## config.mk

```make
export PLATFORM = sky130hd
export DESIGN_NAME = time_sliced_job_server_top_flat
export DESIGN_NICKNAME = d
export VERILOG_FILES = /design/src/design/tsjs_pkg.sv /design/src/design/tsjs_in_if.sv /design/src/design/tsjs_out_if.sv /design/src/design/time_sliced_job_server_top.sv /design/src/design/tsjs_ram.sv /design/src/flat_wrapper.sv
export SDC_FILE = /design/constraint.sdc
export NUM_CORES = 2
export LEC_CHECK = 0
export BUFFER_PORTS_ARGS = -buffer_cell sky130_fd_sc_hd__buf_2
export CAP_MARGIN = 15
export CORE_MARGIN = 4
export CORE_UTILIZATION = 30
export DETAILED_ROUTE_END_ITERATION = 6
export GPL_ROUTABILITY_DRIVEN = 0
export PLACE_DENSITY = 0.5
export SETUP_SLACK_MARGIN = 0.15
export SKIP_CTS_REPAIR_TIMING = 1
export SLEW_MARGIN = 10
export SYNTH_ARGS = -nofsm -noshare
export SYNTH_HDL_FRONTEND = slang
export SYNTH_SLANG_ARGS = --single-unit
```

## constraint.sdc

```tcl
create_clock -name i_clk -period 17.6 [get_ports i_clk]
set_clock_uncertainty 0.2 [all_clocks]
set_input_delay 2.64 -clock i_clk [delete_from_list [all_inputs] [get_ports i_clk]]
set_output_delay 2.64 -clock i_clk [all_outputs]
set_load 0.005 [all_outputs]
```

## src/design/tsjs_pkg.sv

```systemverilog
package tsjs_pkg;

    // Queue geometry and derived widths.
    localparam int QUEUE_DEPTH = 16;
    localparam int QW          = $clog2(QUEUE_DEPTH);
    localparam int CW          = $clog2(QUEUE_DEPTH + 1);

    // Configuration register indexes.
    localparam logic [2:0] REG_FIFO_MODE   = 3'd0;
    localparam logic [2:0] REG_QUEUE_CAP   = 3'd1;
    localparam logic [2:0] REG_TIME_SLICE  = 3'd2;
    localparam logic [2:0] REG_JOB_TIMEOUT = 3'd3;
    localparam logic [2:0] REG_MAX_SERVICE = 3'd4;
    localparam logic [2:0] REG_DEF_SERVICE = 3'd5;

    // Command codes of an input transaction.
    localparam logic CMD_ARRIVAL = 1'b0;
    localparam logic CMD_TICK    = 1'b1;

    // Result kinds.
    typedef enum logic [2:0] {
        K_DONE    = 3'd0,
        K_FULL    = 3'd1,
        K_TIMEOUT = 3'd2,
        K_SLA     = 3'd3,
        K_STATUS  = 3'd4
    } t_kind;

    typedef struct packed {
        logic        cmd;
        logic [15:0] job_id;
        logic [15:0] service_ticks;
        logic [31:0] start_stamp;
        logic        real_time;
        logic [31:0] sla_deadline;
    } t_in_item;

    typedef struct packed {
        logic [2:0]  kind;
        logic [15:0] out_job_id;
        logic [4:0]  load;
        logic        queue_full;
        logic        server_busy;
        logic        last;
    } t_out_item;

    // One queued job.
    typedef struct packed {
        logic [15:0] id;
        logic [15:0] remaining;
        logic [31:0] start;
        logic        real_time;
        logic [31:0] deadline;
    } t_entry;

    localparam int ENTRY_W = $bits(t_entry);

    typedef enum logic [3:0] {
        S_IDLE, S_ARR, S_TICK, S_RUNCHK, S_PRD, S_PEV, S_PEMIT, S_PDONE,
        S_REMIT, S_TKRD, S_TKLD, S_STATUS
    } t_state;

    // Expiry check: timeout first, then the real-time deadline.
    function automatic t_kind f_expiry(input logic [31:0] now, input logic [31:0] timeout,
                                       input logic [31:0] start, input logic rt,
                                       input logic [31:0] dl);
        t_kind k;
        k = K_DONE;
        if (timeout != 32'd0 && now >= start && (now - start) > timeout) begin
            k = K_TIMEOUT;
        end else if (rt && now > dl) begin
            k = K_SLA;
        end
        return k;
    endfunction

    // Wrap a ring position back into the queue.
    function automatic logic [QW-1:0] f_wrap(input logic [CW:0] s);
        logic [CW:0] t;
        t = (s >= (CW+1)'(QUEUE_DEPTH)) ? s - (CW+1)'(QUEUE_DEPTH) : s;
        return t[QW-1:0];
    endfunction

endpackage

```

## src/design/tsjs_in_if.sv

```systemverilog
interface tsjs_in_if;
    import tsjs_pkg::*;
    logic     valid;
    logic     ready;
    t_in_item data;
    modport source (output valid, output data, input ready);
    modport sink (input valid, input data, output ready);
endinterface

```

## src/design/tsjs_out_if.sv

```systemverilog
interface tsjs_out_if;
    import tsjs_pkg::*;
    logic      valid;
    logic      ready;
    t_out_item data;
    modport source (output valid, output data, input ready);
    modport sink (input valid, input data, output ready);
endinterface

```

## src/design/time_sliced_job_server_top.sv

```systemverilog
// Channel   Direction  Payload     Meaning
// i_job     in         t_in_item   job arrival or one time tick
// o_res     out        t_out_item  completed or dropped jobs, then one status result
// cfg       in         i_cfg_*     register writes, taken whenever i_cfg_we is high
//
// An arrival, or a tick on an idle server, passes S_ARR or S_TICK and then S_STATUS
// before the next ready. A tick without a scheduling step passes S_TICK, S_RUNCHK and
// S_STATUS. A tick that ends a slice or a job scans the queue through the single RAM read
// port, visiting S_PRD and S_PEV for each kept job and also S_PEMIT for each dropped job.
// The shared expiry unit is used once per visited job.
// Reset is synchronous and active low; the queue RAM is not cleared.
// A stalled result holds the sequencer in its emitting state; no transaction is taken
// until the status result of the previous one has been registered.
module time_sliced_job_server_top (
    input  logic        i_clk,
    input  logic        i_rst_n,
    tsjs_in_if.sink     i_job,
    tsjs_out_if.source  o_res,
    input  logic        i_cfg_we,
    input  logic [2:0]  i_cfg_idx,
    input  logic [31:0] i_cfg_data
);
    import tsjs_pkg::*;

    // Configuration registers.
    logic        r_fifo_mode;
    logic [4:0]  r_qcap;
    logic [15:0] r_time_slice;
    logic [31:0] r_timeout;
    logic [15:0] r_max_svc;
    logic [15:0] r_def_svc;

    always_ff @(posedge i_clk) begin
        if (!i_rst_n) begin
            r_fifo_mode  <= 1'b1;
            r_qcap       <= 5'd16;
            r_time_slice <= '0;
            r_timeout    <= '0;
            r_max_svc    <= '0;
            r_def_svc    <= 16'd1;
        end else if (i_cfg_we) begin
            case (i_cfg_idx)
                REG_FIFO_MODE:   r_fifo_mode  <= i_cfg_data[0];
                REG_QUEUE_CAP:   r_qcap       <= i_cfg_data[4:0];
                REG_TIME_SLICE:  r_time_slice <= i_cfg_data[15:0];
                REG_JOB_TIMEOUT: r_timeout    <= i_cfg_data;
                REG_MAX_SERVICE: r_max_svc    <= i_cfg_data[15:0];
                REG_DEF_SERVICE: r_def_svc    <= i_cfg_data[15:0];
                default: ;
            endcase
        end
    end

    // Sequencer and scheduler state.
    t_state      r_state, n_state;
    logic [31:0] r_now, n_now;
    logic        r_busy, n_busy;
    t_entry      r_run, n_run;
    logic [15:0] r_slice, n_slice;
    logic [QW-1:0] r_head, n_head;
    logic [CW-1:0] r_count, n_count;
    logic [CW-1:0] r_rd, n_rd;
    logic [CW-1:0] r_wr, n_wr;
    logic        r_end, n_end;
    logic        r_push, n_push;
    t_kind       r_run_kind, n_run_kind;
    t_kind       r_drop_kind, n_drop_kind;
    logic [15:0] r_drop_id, n_drop_id;
    logic        r_cmd, n_cmd;
    t_entry      r_job, n_job;
    logic        r_ovalid, n_ovalid;
    t_out_item   r_out, n_out;

    // Queue memory signals.
    logic          ram_we;
    logic [QW-1:0] ram_waddr;
    logic [QW-1:0] ram_raddr;
    t_entry        ram_wdata;
    logic [ENTRY_W-1:0] ram_rdata;
    t_entry        q_rd;

    tsjs_ram #(.WIDTH(ENTRY_W), .DEPTH(QUEUE_DEPTH)) u_queue (
        .i_clk   (i_clk),
        .i_we    (ram_we),
        .i_waddr (ram_waddr),
        .i_wdata (ram_wdata),
        .i_raddr (ram_raddr),
        .o_rdata (ram_rdata)
    );
    assign q_rd = t_entry'(ram_rdata);

    // Shared expiry unit, fed by the job under examination.
    t_entry exp_job;
    t_kind  exp_kind;
    always_comb begin
        case (r_state)
            S_RUNCHK: exp_job = r_run;
            S_PEV:    exp_job = q_rd;
            default:  exp_job = r_job;
        endcase
    end
    assign exp_kind = f_expiry(r_now, r_timeout, exp_job.start, exp_job.real_time,
                               exp_job.deadline);

    // Service time of an arriving job: default, then clamp.
    logic [15:0] svc_dflt;
    logic [15:0] svc_req;
    logic [15:0] svc;
    assign svc_dflt = (r_def_svc != 16'd0) ? r_def_svc : 16'd1;
    assign svc_req  = (i_job.data.service_ticks != 16'd0) ? i_job.data.service_ticks : svc_dflt;
    assign svc      = (r_max_svc != 16'd0 && svc_req > r_max_svc) ? r_max_svc : svc_req;

    // Effective capacity and the result handshake.
    logic [CW-1:0] cap;
    logic          can_emit;
    assign cap      = (r_qcap > 5'(QUEUE_DEPTH)) ? CW'(QUEUE_DEPTH) : CW'(r_qcap);
    assign can_emit = !r_ovalid || o_res.ready;

    assign i_job.ready = (r_state == S_IDLE);
    assign o_res.valid = r_ovalid;
    assign o_res.data  = r_out;

    // Next state and datapath control.
    always_comb begin
        n_state     = r_state;
        n_now       = r_now;
        n_busy      = r_busy;
        n_run       = r_run;
        n_slice     = r_slice;
        n_head      = r_head;
        n_count     = r_count;
        n_rd        = r_rd;
        n_wr        = r_wr;
        n_end       = r_end;
        n_push      = r_push;
        n_run_kind  = r_run_kind;
        n_drop_kind = r_drop_kind;
        n_drop_id   = r_drop_id;
        n_cmd       = r_cmd;
        n_job       = r_job;
        n_ovalid    = r_ovalid && !o_res.ready;
        n_out       = r_out;
        ram_we      = 1'b0;
        ram_waddr   = f_wrap((CW+1)'(r_head) + (CW+1)'(r_count));
        ram_wdata   = r_job;
        ram_raddr   = f_wrap((CW+1)'(r_head) + (CW+1)'(r_rd));

        case (r_state)
            // Capture a transaction.
            S_IDLE: begin
                if (i_job.valid) begin
                    n_cmd             = i_job.data.cmd;
                    n_job.id          = i_job.data.job_id;
                    n_job.remaining   = svc;
                    n_job.start       = i_job.data.start_stamp;
                    n_job.real_time   = i_job.data.real_time;
                    n_job.deadline    = i_job.data.sla_deadline;
                    n_state           = (i_job.data.cmd == CMD_TICK) ? S_TICK : S_ARR;
                end
            end
            // Arrival: expire, start, drop for full queue, or enqueue.
            S_ARR: begin
                if (exp_kind != K_DONE || (r_busy && r_count >= cap)) begin
                    if (can_emit) begin
                        n_ovalid = 1'b1;
                        n_out    = '{kind: (exp_kind != K_DONE) ? exp_kind : K_FULL,
                                     out_job_id: r_job.id, load: '0, queue_full: 1'b0,
                                     server_busy: 1'b0, last: 1'b0};
                        n_state  = S_STATUS;
                    end
                end else if (!r_busy) begin
                    n_busy  = 1'b1;
                    n_run   = r_job;
                    n_slice = r_time_slice;
                    n_state = S_STATUS;
                end else begin
                    ram_we  = 1'b1;
                    n_count = r_count + 1'b1;
                    n_state = S_STATUS;
                end
            end
            // Tick: advance time and the running job's counters.
            S_TICK: begin
                n_now = r_now + 32'd1;
                if (r_run.remaining != 16'd0) begin
                    n_run.remaining = r_run.remaining - 16'd1;
                end
                if (r_time_slice != 16'd0 && r_slice != 16'd0) begin
                    n_slice = r_slice - 16'd1;
                end
                n_state = r_busy ? S_RUNCHK : S_STATUS;
            end
            // Decide whether a scheduling step is due.
            S_RUNCHK: begin
                n_run_kind = exp_kind;
                n_end      = (r_run.remaining == 16'd0) || (exp_kind != K_DONE);
                n_rd       = '0;
                n_wr       = '0;
                if (r_run.remaining == 16'd0 || exp_kind != K_DONE
                    || (r_time_slice != 16'd0 && r_slice == 16'd0)) begin
                    n_state = S_PRD;
                end else begin
                    n_state = S_STATUS;
                end
            end
            // Purge: read the next queued job.
            S_PRD: begin
                if (r_rd == r_count) begin
                    n_count = r_wr;
                    n_state = S_PDONE;
                end else begin
                    n_state = S_PEV;
                end
            end
            // Purge: keep the job by compacting it, or report it.
            S_PEV: begin
                if (exp_kind != K_DONE) begin
                    n_drop_kind = exp_kind;
                    n_drop_id   = q_rd.id;
                    n_state     = S_PEMIT;
                end else begin
                    ram_we    = 1'b1;
                    ram_waddr = f_wrap((CW+1)'(r_head) + (CW+1)'(r_wr));
                    ram_wdata = q_rd;
                    n_wr      = r_wr + 1'b1;
                    n_rd      = r_rd + 1'b1;
                    n_state   = S_PRD;
                end
            end
            S_PEMIT: begin
                if (can_emit) begin
                    n_ovalid = 1'b1;
                    n_out    = '{kind: r_drop_kind, out_job_id: r_drop_id, load: '0,
                                 queue_full: 1'b0, server_busy: 1'b0, last: 1'b0};
                    n_rd     = r_rd + 1'b1;
                    n_state  = S_PRD;
                end
            end
            // After the purge: end the running job, or at slice end switch jobs or renew the slice.
            S_PDONE: begin
                n_push = 1'b0;
                if (r_end) begin
                    n_state = S_REMIT;
                end else if (r_count != '0) begin
                    n_push  = 1'b1;
                    n_state = S_TKRD;
                end else begin
                    n_slice = r_time_slice;
                    n_state = S_STATUS;
                end
            end
            S_REMIT: begin
                if (can_emit) begin
                    n_ovalid = 1'b1;
                    n_out    = '{kind: r_run_kind, out_job_id: r_run.id, load: '0,
                                 queue_full: 1'b0, server_busy: 1'b0, last: 1'b0};
                    n_busy   = 1'b0;
                    n_state  = (r_count != '0) ? S_TKRD : S_STATUS;
                end
            end
            // Take the next job from the head or the tail.
            S_TKRD: begin
                ram_raddr = r_fifo_mode ? r_head
                                        : f_wrap((CW+1)'(r_head) + (CW+1)'(r_count) - 1'b1);
                n_state   = S_TKLD;
            end
            S_TKLD: begin
                n_run   = q_rd;
                n_busy  = 1'b1;
                n_slice = r_time_slice;
                if (r_fifo_mode) begin
                    n_head = f_wrap((CW+1)'(r_head) + 1'b1);
                end
                if (r_push) begin
                    ram_we    = 1'b1;
                    ram_wdata = r_run;
                    ram_waddr = r_fifo_mode
                              ? f_wrap((CW+1)'(r_head) + (CW+1)'(r_count))
                              : f_wrap((CW+1)'(r_head) + (CW+1)'(r_count) - 1'b1);
                end else begin
                    n_count = r_count - 1'b1;
                end
                n_state = S_STATUS;
            end
            // Status result closes every transaction.
            S_STATUS: begin
                if (can_emit) begin
                    n_ovalid = 1'b1;
                    n_out    = '{kind: K_STATUS, out_job_id: '0,
                                 load: 5'(r_count) + 5'(r_busy),
                                 queue_full: (cap != '0) && (r_count >= cap),
                                 server_busy: r_busy, last: 1'b1};
                    n_state  = S_IDLE;
                end
            end
            default: n_state = S_IDLE;
        endcase
    end

    // State register.
    always_ff @(posedge i_clk) begin
        if (!i_rst_n) begin
            r_state  <= S_IDLE;
            r_now    <= '0;
            r_busy   <= 1'b0;
            r_run    <= '0;
            r_slice  <= '0;
            r_head   <= '0;
            r_count  <= '0;
            r_ovalid <= 1'b0;
        end else begin
            r_state  <= n_state;
            r_now    <= n_now;
            r_busy   <= n_busy;
            r_run    <= n_run;
            r_slice  <= n_slice;
            r_head   <= n_head;
            r_count  <= n_count;
            r_ovalid <= n_ovalid;
        end
    end

    // Working registers without reset.
    always_ff @(posedge i_clk) begin
        r_rd        <= n_rd;
        r_wr        <= n_wr;
        r_end       <= n_end;
        r_push      <= n_push;
        r_run_kind  <= n_run_kind;
        r_drop_kind <= n_drop_kind;
        r_drop_id   <= n_drop_id;
        r_cmd       <= n_cmd;
        r_job       <= n_job;
        r_out       <= n_out;
    end

    // Checks.
    a_count_bound: assert property (@(posedge i_clk) disable iff (!i_rst_n)
        r_count <= CW'(QUEUE_DEPTH))
        else $error("queue count beyond depth");
    a_idle_empty: assert property (@(posedge i_clk) disable iff (!i_rst_n)
        (r_state == S_IDLE && !r_busy) |-> r_count == '0)
        else $error("jobs waiting on an idle server");
    a_one_item: assert property (@(posedge i_clk) disable iff (!i_rst_n)
        (i_job.valid && i_job.ready) |=> !i_job.ready)
        else $error("second transaction taken while busy");
    a_purge_order: assert property (@(posedge i_clk) disable iff (!i_rst_n)
        (r_state == S_PRD || r_state == S_PEV) |-> r_wr <= r_rd)
        else $error("purge write ahead of read");
    a_arr_cmd: assert property (@(posedge i_clk) disable iff (!i_rst_n)
        (r_state == S_ARR) |-> r_cmd == CMD_ARRIVAL)
        else $error("arrival path entered on a tick");
endmodule

```

## src/design/tsjs_ram.sv

```systemverilog
module tsjs_ram #(
    parameter int WIDTH = 8,
    parameter int DEPTH = 16
) (
    input  logic                     i_clk,
    input  logic                     i_we,
    input  logic [$clog2(DEPTH)-1:0] i_waddr,
    input  logic [WIDTH-1:0]         i_wdata,
    input  logic [$clog2(DEPTH)-1:0] i_raddr,
    output logic [WIDTH-1:0]         o_rdata
);
    logic [WIDTH-1:0] r_mem [DEPTH];

    // One write port, one registered read port.
    always_ff @(posedge i_clk) begin
        if (i_we) begin
            r_mem[i_waddr] <= i_wdata;
        end
        o_rdata <= r_mem[i_raddr];
    end
endmodule
```

## src/flat_wrapper.sv

```systemverilog
// flat-port wrapper written by rule: the top's interface ports become plain ports
module time_sliced_job_server_top_flat import tsjs_pkg::*;
  (i_clk, i_rst_n, i_cfg_we, i_cfg_idx, i_cfg_data, i_job_valid, i_job_data, i_job_ready, o_res_valid, o_res_data, o_res_ready);
  tsjs_in_if i_job_i ();
  tsjs_out_if o_res_i ();
  input  logic i_clk;
  input  logic i_rst_n;
  input  logic i_cfg_we;
  input  logic [2:0] i_cfg_idx;
  input  logic [31:0] i_cfg_data;
  input wire logic [$bits(i_job_i.valid)-1:0] i_job_valid;
  input wire logic [$bits(i_job_i.data)-1:0] i_job_data;
  output wire logic [$bits(i_job_i.ready)-1:0] i_job_ready;
  output wire logic [$bits(o_res_i.valid)-1:0] o_res_valid;
  output wire logic [$bits(o_res_i.data)-1:0] o_res_data;
  input wire logic [$bits(o_res_i.ready)-1:0] o_res_ready;
  assign i_job_i.valid = i_job_valid;
  assign i_job_i.data = i_job_data;
  assign i_job_ready = i_job_i.ready;
  assign o_res_valid = o_res_i.valid;
  assign o_res_data = o_res_i.data;
  assign o_res_i.ready = o_res_ready;
  time_sliced_job_server_top u_core (.i_clk(i_clk), .i_rst_n(i_rst_n), .i_job(i_job_i), .o_res(o_res_i), .i_cfg_we(i_cfg_we), .i_cfg_idx(i_cfg_idx), .i_cfg_data(i_cfg_data));
endmodule
```

======== After elaboration in Yosys (flattened, before gate mapping) ========
Memories as Yosys holds them, arrays and structs flattened. A register that Yosys moved wholly into a read port is not among the register bits.
Index checks and enable logic that the tools add are counted.
operators by class
  mux-type cells .......................... 78
  equal/unequal tests ..................... 34
  $lt $le $gt $ge ......................... 11
  reduce and logical (&&, ||, !) cells .... 56
  add/sub/neg operators ................... 19
operator list
  kind                     number
  $mux W97                 4
  $pmux W65 S2             2
  $pmux W97 S2             1
  $mux W16                 9
  $mux W27                 5
  $pmux W27 S4             1
  $reduce_bool A16 Y1      6
  $mux W4                  19
  $gt A32 B32 Y1           2
  $pmux W16 S4             1
  $pmux W16 S3             1
  $pmux W4 S12             1
  $mux W5                  8
  $add A32 B1 Y32 const B  1
  $ge A32 B32 Y1           1
  $logic_not A16 Y1        2
  $pmux W16 S2             1
  $reduce_bool A32 Y1      1
  $sub A16 B1 Y16 const B  2
  $sub A32 B32 Y32         1
  $pmux W5 S3              2
  $ge A6 B5 Y1 const B     4
  $reduce_and A2 Y1        10
  $sub A4 B1 Y4 const B    5
  42 further kinds         108
storage, ports and cells
  register bits after elaboration ......... 404
  memories ................................ 1
  input bits .............................. 138
  memory bits (writable) .................. 1552
  logic and storage cells ................. 235
memory list
  memory                depth  width  read ports  clocked after Yosys merged registers in  write ports  line            source
  u_core.u_queue.r_mem  16     97     1           1                                        1            tsjs_ram.sv:12  logic [WIDTH-1:0] r_mem [DEPTH];

======== Longest topological paths before layout ========
  depth after elaboration ................. 12
  gate-level depth with buffers ........... 31
  mapped depth without buffers ............ 26

======== Modules after synthesis ========
A second synthesis with hierarchy kept.
unflattened totals
  cell total of the unflattened synthesis .. 5218
  area, all modules ....................... 83642.7 um^2
modules (own cells, without submodules)
  module                      cells each  seq. area each (um^2)  area each (um^2)  instances
  tsjs_ram                    2484        48546.6                59867.4           1
  time_sliced_job_server_top  2734        9579.2                 23775.3           1

======== Least setup slack after synthesis ========
OpenSTA, ideal clock, no wires.
  kind .................................... register -> register
  from .................................... reg u_core.r_state[2]
  to ...................................... mem u_core.u_queue.r_mem[9][0] in the netlist's numbering, enable pin
  slack ................................... 1.263 ns
  cell stages (with the launch flop) ...... 31
  data arrival time ....................... 15.346 ns
  library setup time ...................... 0.791 ns
  period minus slack after synthesis ...... 16.337 ns
  buffers on the path ..................... 5
  required time ........................... 16.609 ns
  cell sequence ........................... dfxtp_1 -> buf_2 -> and4bb_2 -> clkbuf_1 -> clkbuf_1 -> clkbuf_1 -> a22oi_1 -> nand2_1 -> ha_1 -> inv_1 -> fa_1 -> a21oi_1 -> nor2_1 -> o311a_1 -> o21ai_0 -> a21oi_1 -> o21ai_0 -> o21ai_0 -> o41ai_1 -> xnor2_1 -> ha_1 -> nand4_1 -> nor2_1 -> a221oi_1 -> o211ai_1 -> o21a_4 -> a211oi_4 -> buf_6 -> o2bb2ai_1 -> nor2_1 -> nor4_1
between the ends
  cells in the longest elaborated chain, start to end .. 12
ends and longest elaborated chain
  element                                         line                                                                  source
  start, declared                                 time_sliced_job_server_top.sv:55                                      t_state r_state, n_state;
  start signal, assigned                          time_sliced_job_server_top.sv:312                                     r_state <= n_state;
  $eq A4 B3 Y1 or $eq A4 B2 Y1 (tied branches)    time_sliced_job_server_top.sv:96, time_sliced_job_server_top.sv:148
  $pmux W65 S2                                    time_sliced_job_server_top.sv:96                                      case (r_state)
  $sub A32 B32 Y32, or another cell as far along  tsjs_pkg.sv:69                                                        if (timeout != 32'd0 && now >= start && (now - start) > timeout) begin
  $gt A32 B32 Y1, or another cell as far along    tsjs_pkg.sv:69
  $logic_and A1 B1 Y1 or $mux W2 (tied branches)  tsjs_pkg.sv:69, tsjs_pkg.sv:71
  $mux W3                                         tsjs_pkg.sv:69
  $reduce_bool A3 Y1                              time_sliced_job_server_top.sv:163, time_sliced_job_server_top.sv:217
  $logic_or A1 B1 Y1                              time_sliced_job_server_top.sv:163                                     if (exp_kind != K_DONE || (r_busy && r_count >= cap)) begin
  $mux W1                                         time_sliced_job_server_top.sv:163
  $pmux W1 S3                                     time_sliced_job_server_top.sv:148                                     case (r_state)
  $mux W1                                         tsjs_ram.sv:16                                                        if (i_we) begin
  $mux W1 (implied by the code)                   tsjs_ram.sv:17                                                        r_mem[i_waddr] <= i_wdata;
  end, declared                                   tsjs_ram.sv:12
Several ways; a longest one is shown, not always the timed one.

======== Worst setup path in the final report ========
  from .................................... reg u_core.r_state[0]
  to ...................................... mem u_core.u_queue.r_mem[6][40] in the netlist's numbering, enable pin
The elaborated chain is that of the path after synthesis.

==> Implementation_results.wiki <==
{| class="wikitable"
! Metric !! Value
|-
| Final sum of negative setup slack || 0 ps
|-
| Starting density of the core || 0.3015
|-
| Static power due to leakage || approximately 33 nW
|-
| Final period demand of the worst path || between 10000 and 15000 ps
|-
| Layout overhead on the synthesized area || 13.81%
|-
| Insertion delay of the later-clocked pin in the worst-skew pair || 900 ps
|-
| Leading register cell type out of synthesis || edfxtp_1
|-
| Total clock buffers created by CTS || approximately 230
|-
| Most area-consuming cells after synthesis || edfxtp_1 (59%), dfxtp_1 (7.9%), nand2_1 (5.4%), a211oi_1 (4.4%), and2_1 (2.9%)
|-
| Largest family of logic cells by synthesized area || compound AO/OA/AOI/OAI gates
|-
| Tightest Pin Transition || ~1300 ps
|-
| Final setup viols || 0
|-
| Fraction of the cycle the final worst path needs || 0.6644
|-
| Crit path max fanout || 46
|-
| Sequential share of power || 0.433
|-
| Clock-pin slew of the registers on the worst-case setup and hold paths || 60 ps
|-
| Post-synthesis instance area || 0.08694 mm^2
|-
| Worst Setup Path Type || reg -> reg
|-
| Post-synthesis cell count || between 6k and 7k
|-
| Status || completed
|-
| Switching pwr || 4.897 mW
|-
| Most frequent standard cell in the layout excluding fill and tap cells || edfxtp_1
|-
| Chip Width || about 550 um
|-
| Worst reg2reg path endpoint || u_core.u_queue.r_mem[6][40]$_DFFE_PP_
|-
| Share of total power in combinational logic || 0.250
|-
| Deepest clock path buffer count || 4
|-
| Aggregate global-route resource usage || 0.1705
|-
| Worst IR drop on VDD || between 0.09 and 0.1 mV
|-
| Max-cap violations || 0
|-
| Count of buffers from port buffering || 166
|-
| Max stage delay on crit path || around 900 ps
|-
| Core region area || roughly 0.29 mm^2
|-
| Std-Cell Rows || 197
|-
| Compound-Gate Fraction of Synth Area || 0.1548
|-
| Die H || ~550 um
|-
| Remaining global-route overflow || 0
|-
| Count of clock tree sinks || about 2k
|-
| Routed via count || about 58k
|-
| Cell taking the most area after synthesis || edfxtp_1
|-
| Highest clock frequency the design can meet || roughly 86 MHz
|-
| Boundary pin count || 167
|-
| Final count of pins violating max slew || 0
|-
| Synth cell types || 91
|-
| FF-to-FF setup slack || a little under 6000 ps
|-
| Share of the synthesized area in the top cell type || 0.5896
|-
| Warnings, synthesis || 0
|-
| Worst endpoint data arrival time || about 12000 ps
|-
| Crit path max-delay cell type || buf_4
|-
| Post-Synth Simple-Gate Area || 0.1085
|-
| Crit path top cell by count || buf_4
|-
| DRC violation total after the first TritonRoute iteration || roughly 4.8k
|-
| DRC violation count after routing || 0
|-
| Ys async rst share || 0
|-
| Number of global-route vias before repair || about 56k
|-
| Sum of net half-perimeters after detailed placement || ~140000 um
|-
| Nets || between 7k and 8k
|-
| Sw Share || 0.3366
|-
| Average via count per standard cell || approximately 5.3
|-
| Worst hold start || u_core.u_queue.o_rdata[90]$_DFF_P_
|-
| Required @ worst endpoint || 17830 ps
|-
| Sequential share of the synthesized area || 0.6685
|-
| H-tree levels || 4
|-
| RSZ-0062 raised after global routing || no
|-
| Worst Hold End || u_core.r_drop_id[9]$_DFFE_PP_
|-
| Final Util || 0.3431
|-
| TritonCTS clock tree || yes
|-
| Net Count, Synth || slightly above 7k
|-
| Slew headroom || 0.1493
|-
| Clock power frac || 0.317
|-
| Routed wire per std cell || 24.22 um
|-
| Share of final-layout standard cells stronger than drive strength 1 || 0.09196
|-
| Count of flip-flops with a built-in enable after synthesis || 1707
|-
| Share of cell area taken by muxes after synthesis || 0.01219
|-
| Hold/Removal Path Class || reg -> reg
|-
| Number of cells traversed by the worst register-to-register path || 26
|-
| Area enclosed by the die boundary || slightly below 0.3 mm^2
|-
| Final-report hold violation count || 0
|-
| Avg Cell Area, Syn || around 12 um^2
|-
| Number of detailed-routing iterations run before antenna repair || 7
|-
| Largest net degree at the start of global routing || about 210
|-
| Synthesis-stage register bit count || ~2k
|-
| Master cell of the clock root buffer || clkbuf_16
|-
| Wire length of the first global-routing pass || approximately 390000 um
|-
| Setup crit start kind || register
|-
| Reg-to-Reg Start || u_core.r_state[0]$_SDFFE_PN0P_
|-
| Number of cells on the worst hold path || 0
|-
| Synthesized-area fraction occupied by adder cells || 0.02101
|-
| Power per Cell Area || 147.0 mW/mm^2
|-
| Number of antenna violations at the first check in global routing || 11
|-
| Total wirelength of the detailed-routed design || 265200 um
|-
| Crit end category || register
|-
| Most frequent cells in the layout || edfxtp_1 (1707), nand2_1 (1251), a211oi_1 (504)
|-
| Post-synthesis share of cell area spent on xor and xnor gates || 0.008160
|-
| Antenna viol nets, final || 0
|-
| Internal Pwr Total || around 9.7 mW
|}
==> sequential cells by signal, indices dropped and copies added, names as in the netlist, 2 cells and up <==
register	count
u_core.r_drop_id	16
u_core.r_def_svc	16
u_core.r_head	4
u_core.r_wr	5
u_core.r_timeout	32
u_core.r_run	97
u_core.o_res.data	26
u_core.r_now	32
u_core.r_rd	5
u_core.u_queue.r_mem	1552
u_core.r_drop_kind	2
u_core.r_slice	16
u_core.r_max_svc	16
u_core.u_queue.o_rdata	97
u_core.r_state	4
u_core.r_count	5
u_core.r_qcap	5
u_core.r_time_slice	16
u_core.r_run_kind	2
u_core.r_job	97
==> through the flow <==
| step | power [mW] | std cells | hold slack (ps) | instance area, um^2 | setup slack, ps |
|---|---|---|---|---|---|
| after floorplan | 8.700 | 6983 | 225.8 | 86940 | 1263 |
| after global placement | 9.984 | 10520 | 245.7 | 91680 | 6219 |
| after detailed placement | 10.03 | 10530 | 246.6 | 91720 | 6104 |
| after CTS | 14.68 | 10940 | 265.8 | 98900 | 5946 |
| after global routing | 15.28 | 10950 | 278.4 | 98940 | 5393 |
| final | 14.55 | 10950 | 260.4 | 98950 | 5907 |
==> synth_stat cells, types with 33 or more instances <==
cell      instances
nor2_1          136
o21ai_0         158
a21o_1           38
xnor2_1          52
nand3_1          37
a211oi_1        504
nor3_1           43
nor4_1           36
nand4_1          33
mux2i_1          89
ha_1            138
edfxtp_1       1707
a31oi_1         208
nand2_1        1251
a21oi_1         426
a21boi_0        110
a22oi_1         107
a311oi_1        195
inv_1           101
buf_2            52
dfxtp_1         343
and2_1          409
a22o_1           66
clkbuf_1        407
==> cell type report <==
| type | instances | area, um^2 |
|---|---|---|
| multi-input combinational | 4341 | 26720 |
| timing repair buffer | 255 | 1802 |
| sequential | 2050 | 58130 |
| inverter | 102 | 382.9 |
| clock buffer | 322 | 6270 |
| tap | 3781 | 4731 |
| fill | 28270 | 189400 |
| clock inverter | 96 | 913.4 |
| antenna | 3 | 7.507 |
==> worst max path at each step <==
| stage | startpoint | end | slack (ps) | cells past startpoint |
|---|---|---|---|---|
| finish | u_core.r_state[0]$_SDFFE_PN0P_ | u_core.u_queue.r_mem[6][40]$_DFFE_PP_ | 5910 | 26 |
| global route | u_core.r_state[3]$_SDFFE_PN0P_ | u_core.u_queue.r_mem[6][40]$_DFFE_PP_ | 5390 | 31 |
| floorplan | u_core.r_state[2]$_SDFFE_PN0P_ | u_core.u_queue.r_mem[9][0]$_DFFE_PP_ | 1260 | 30 |
| detailed placement | u_core.r_state[0]$_SDFFE_PN0P_ | u_core.u_queue.r_mem[6][28]$_DFFE_PP_ | 6100 | 26 |
| CTS | u_core.r_state[0]$_SDFFE_PN0P_ | u_core.u_queue.r_mem[6][40]$_DFFE_PP_ | 5950 | 26 |
| global placement | u_core.r_state[3]$_SDFFE_PN0P_ | u_core.u_queue.r_mem[6][28]$_DFFE_PP_ | 6220 | 31 |
==> power by group through the flow <==
stage	logic [mW]	registers (mW)	clock network, mW
finish	3.64	6.30	4.61
global route	4.02	6.33	4.93
CTS	3.65	6.30	4.73
detailed placement	3.64	6.39	0
global placement	3.59	6.40	0
floorplan	2.52	6.18	0
==> worst max-delay path, delay by kind of cell (launching register included) <==
kind                     cells  cell delay (ps)
AO/OA/AOI/OAI               13             3990
AND/OR/NAND/NOR              7             2640
buffers and inverters        3             2440
flip-flops                   1              870
adder cells (fa/ha/maj)      2              710
XOR/XNOR                     1              180
==> layer usage <==
layer | GRT usage | vias up | share of wire
li1 | - | 26410 | -
met1 | 0.2380 | 29100 | 0.46
met2 | 0.2790 | 1701 | 0.47
met3 | 0.02197 | 394 | 0.051
met4 | 0.04630 | 0 | 0.027
met5 | 0 | - | 0
==> logic make-up (layout without fill, tap and decap cells) <==
family                   after synthesis  count (layout)
AO/OA/AOI/OAI                       1950            1950
XOR/XNOR                              81              81
adder cells (fa/ha/maj)              143             143
buffers and inverters                592             775
flip-flops                          2050            2050
multiplexers                         104             104
other                                  0               3
AND/OR/NAND/NOR                     2063            2063
Power figures use the tool's default switching activity.
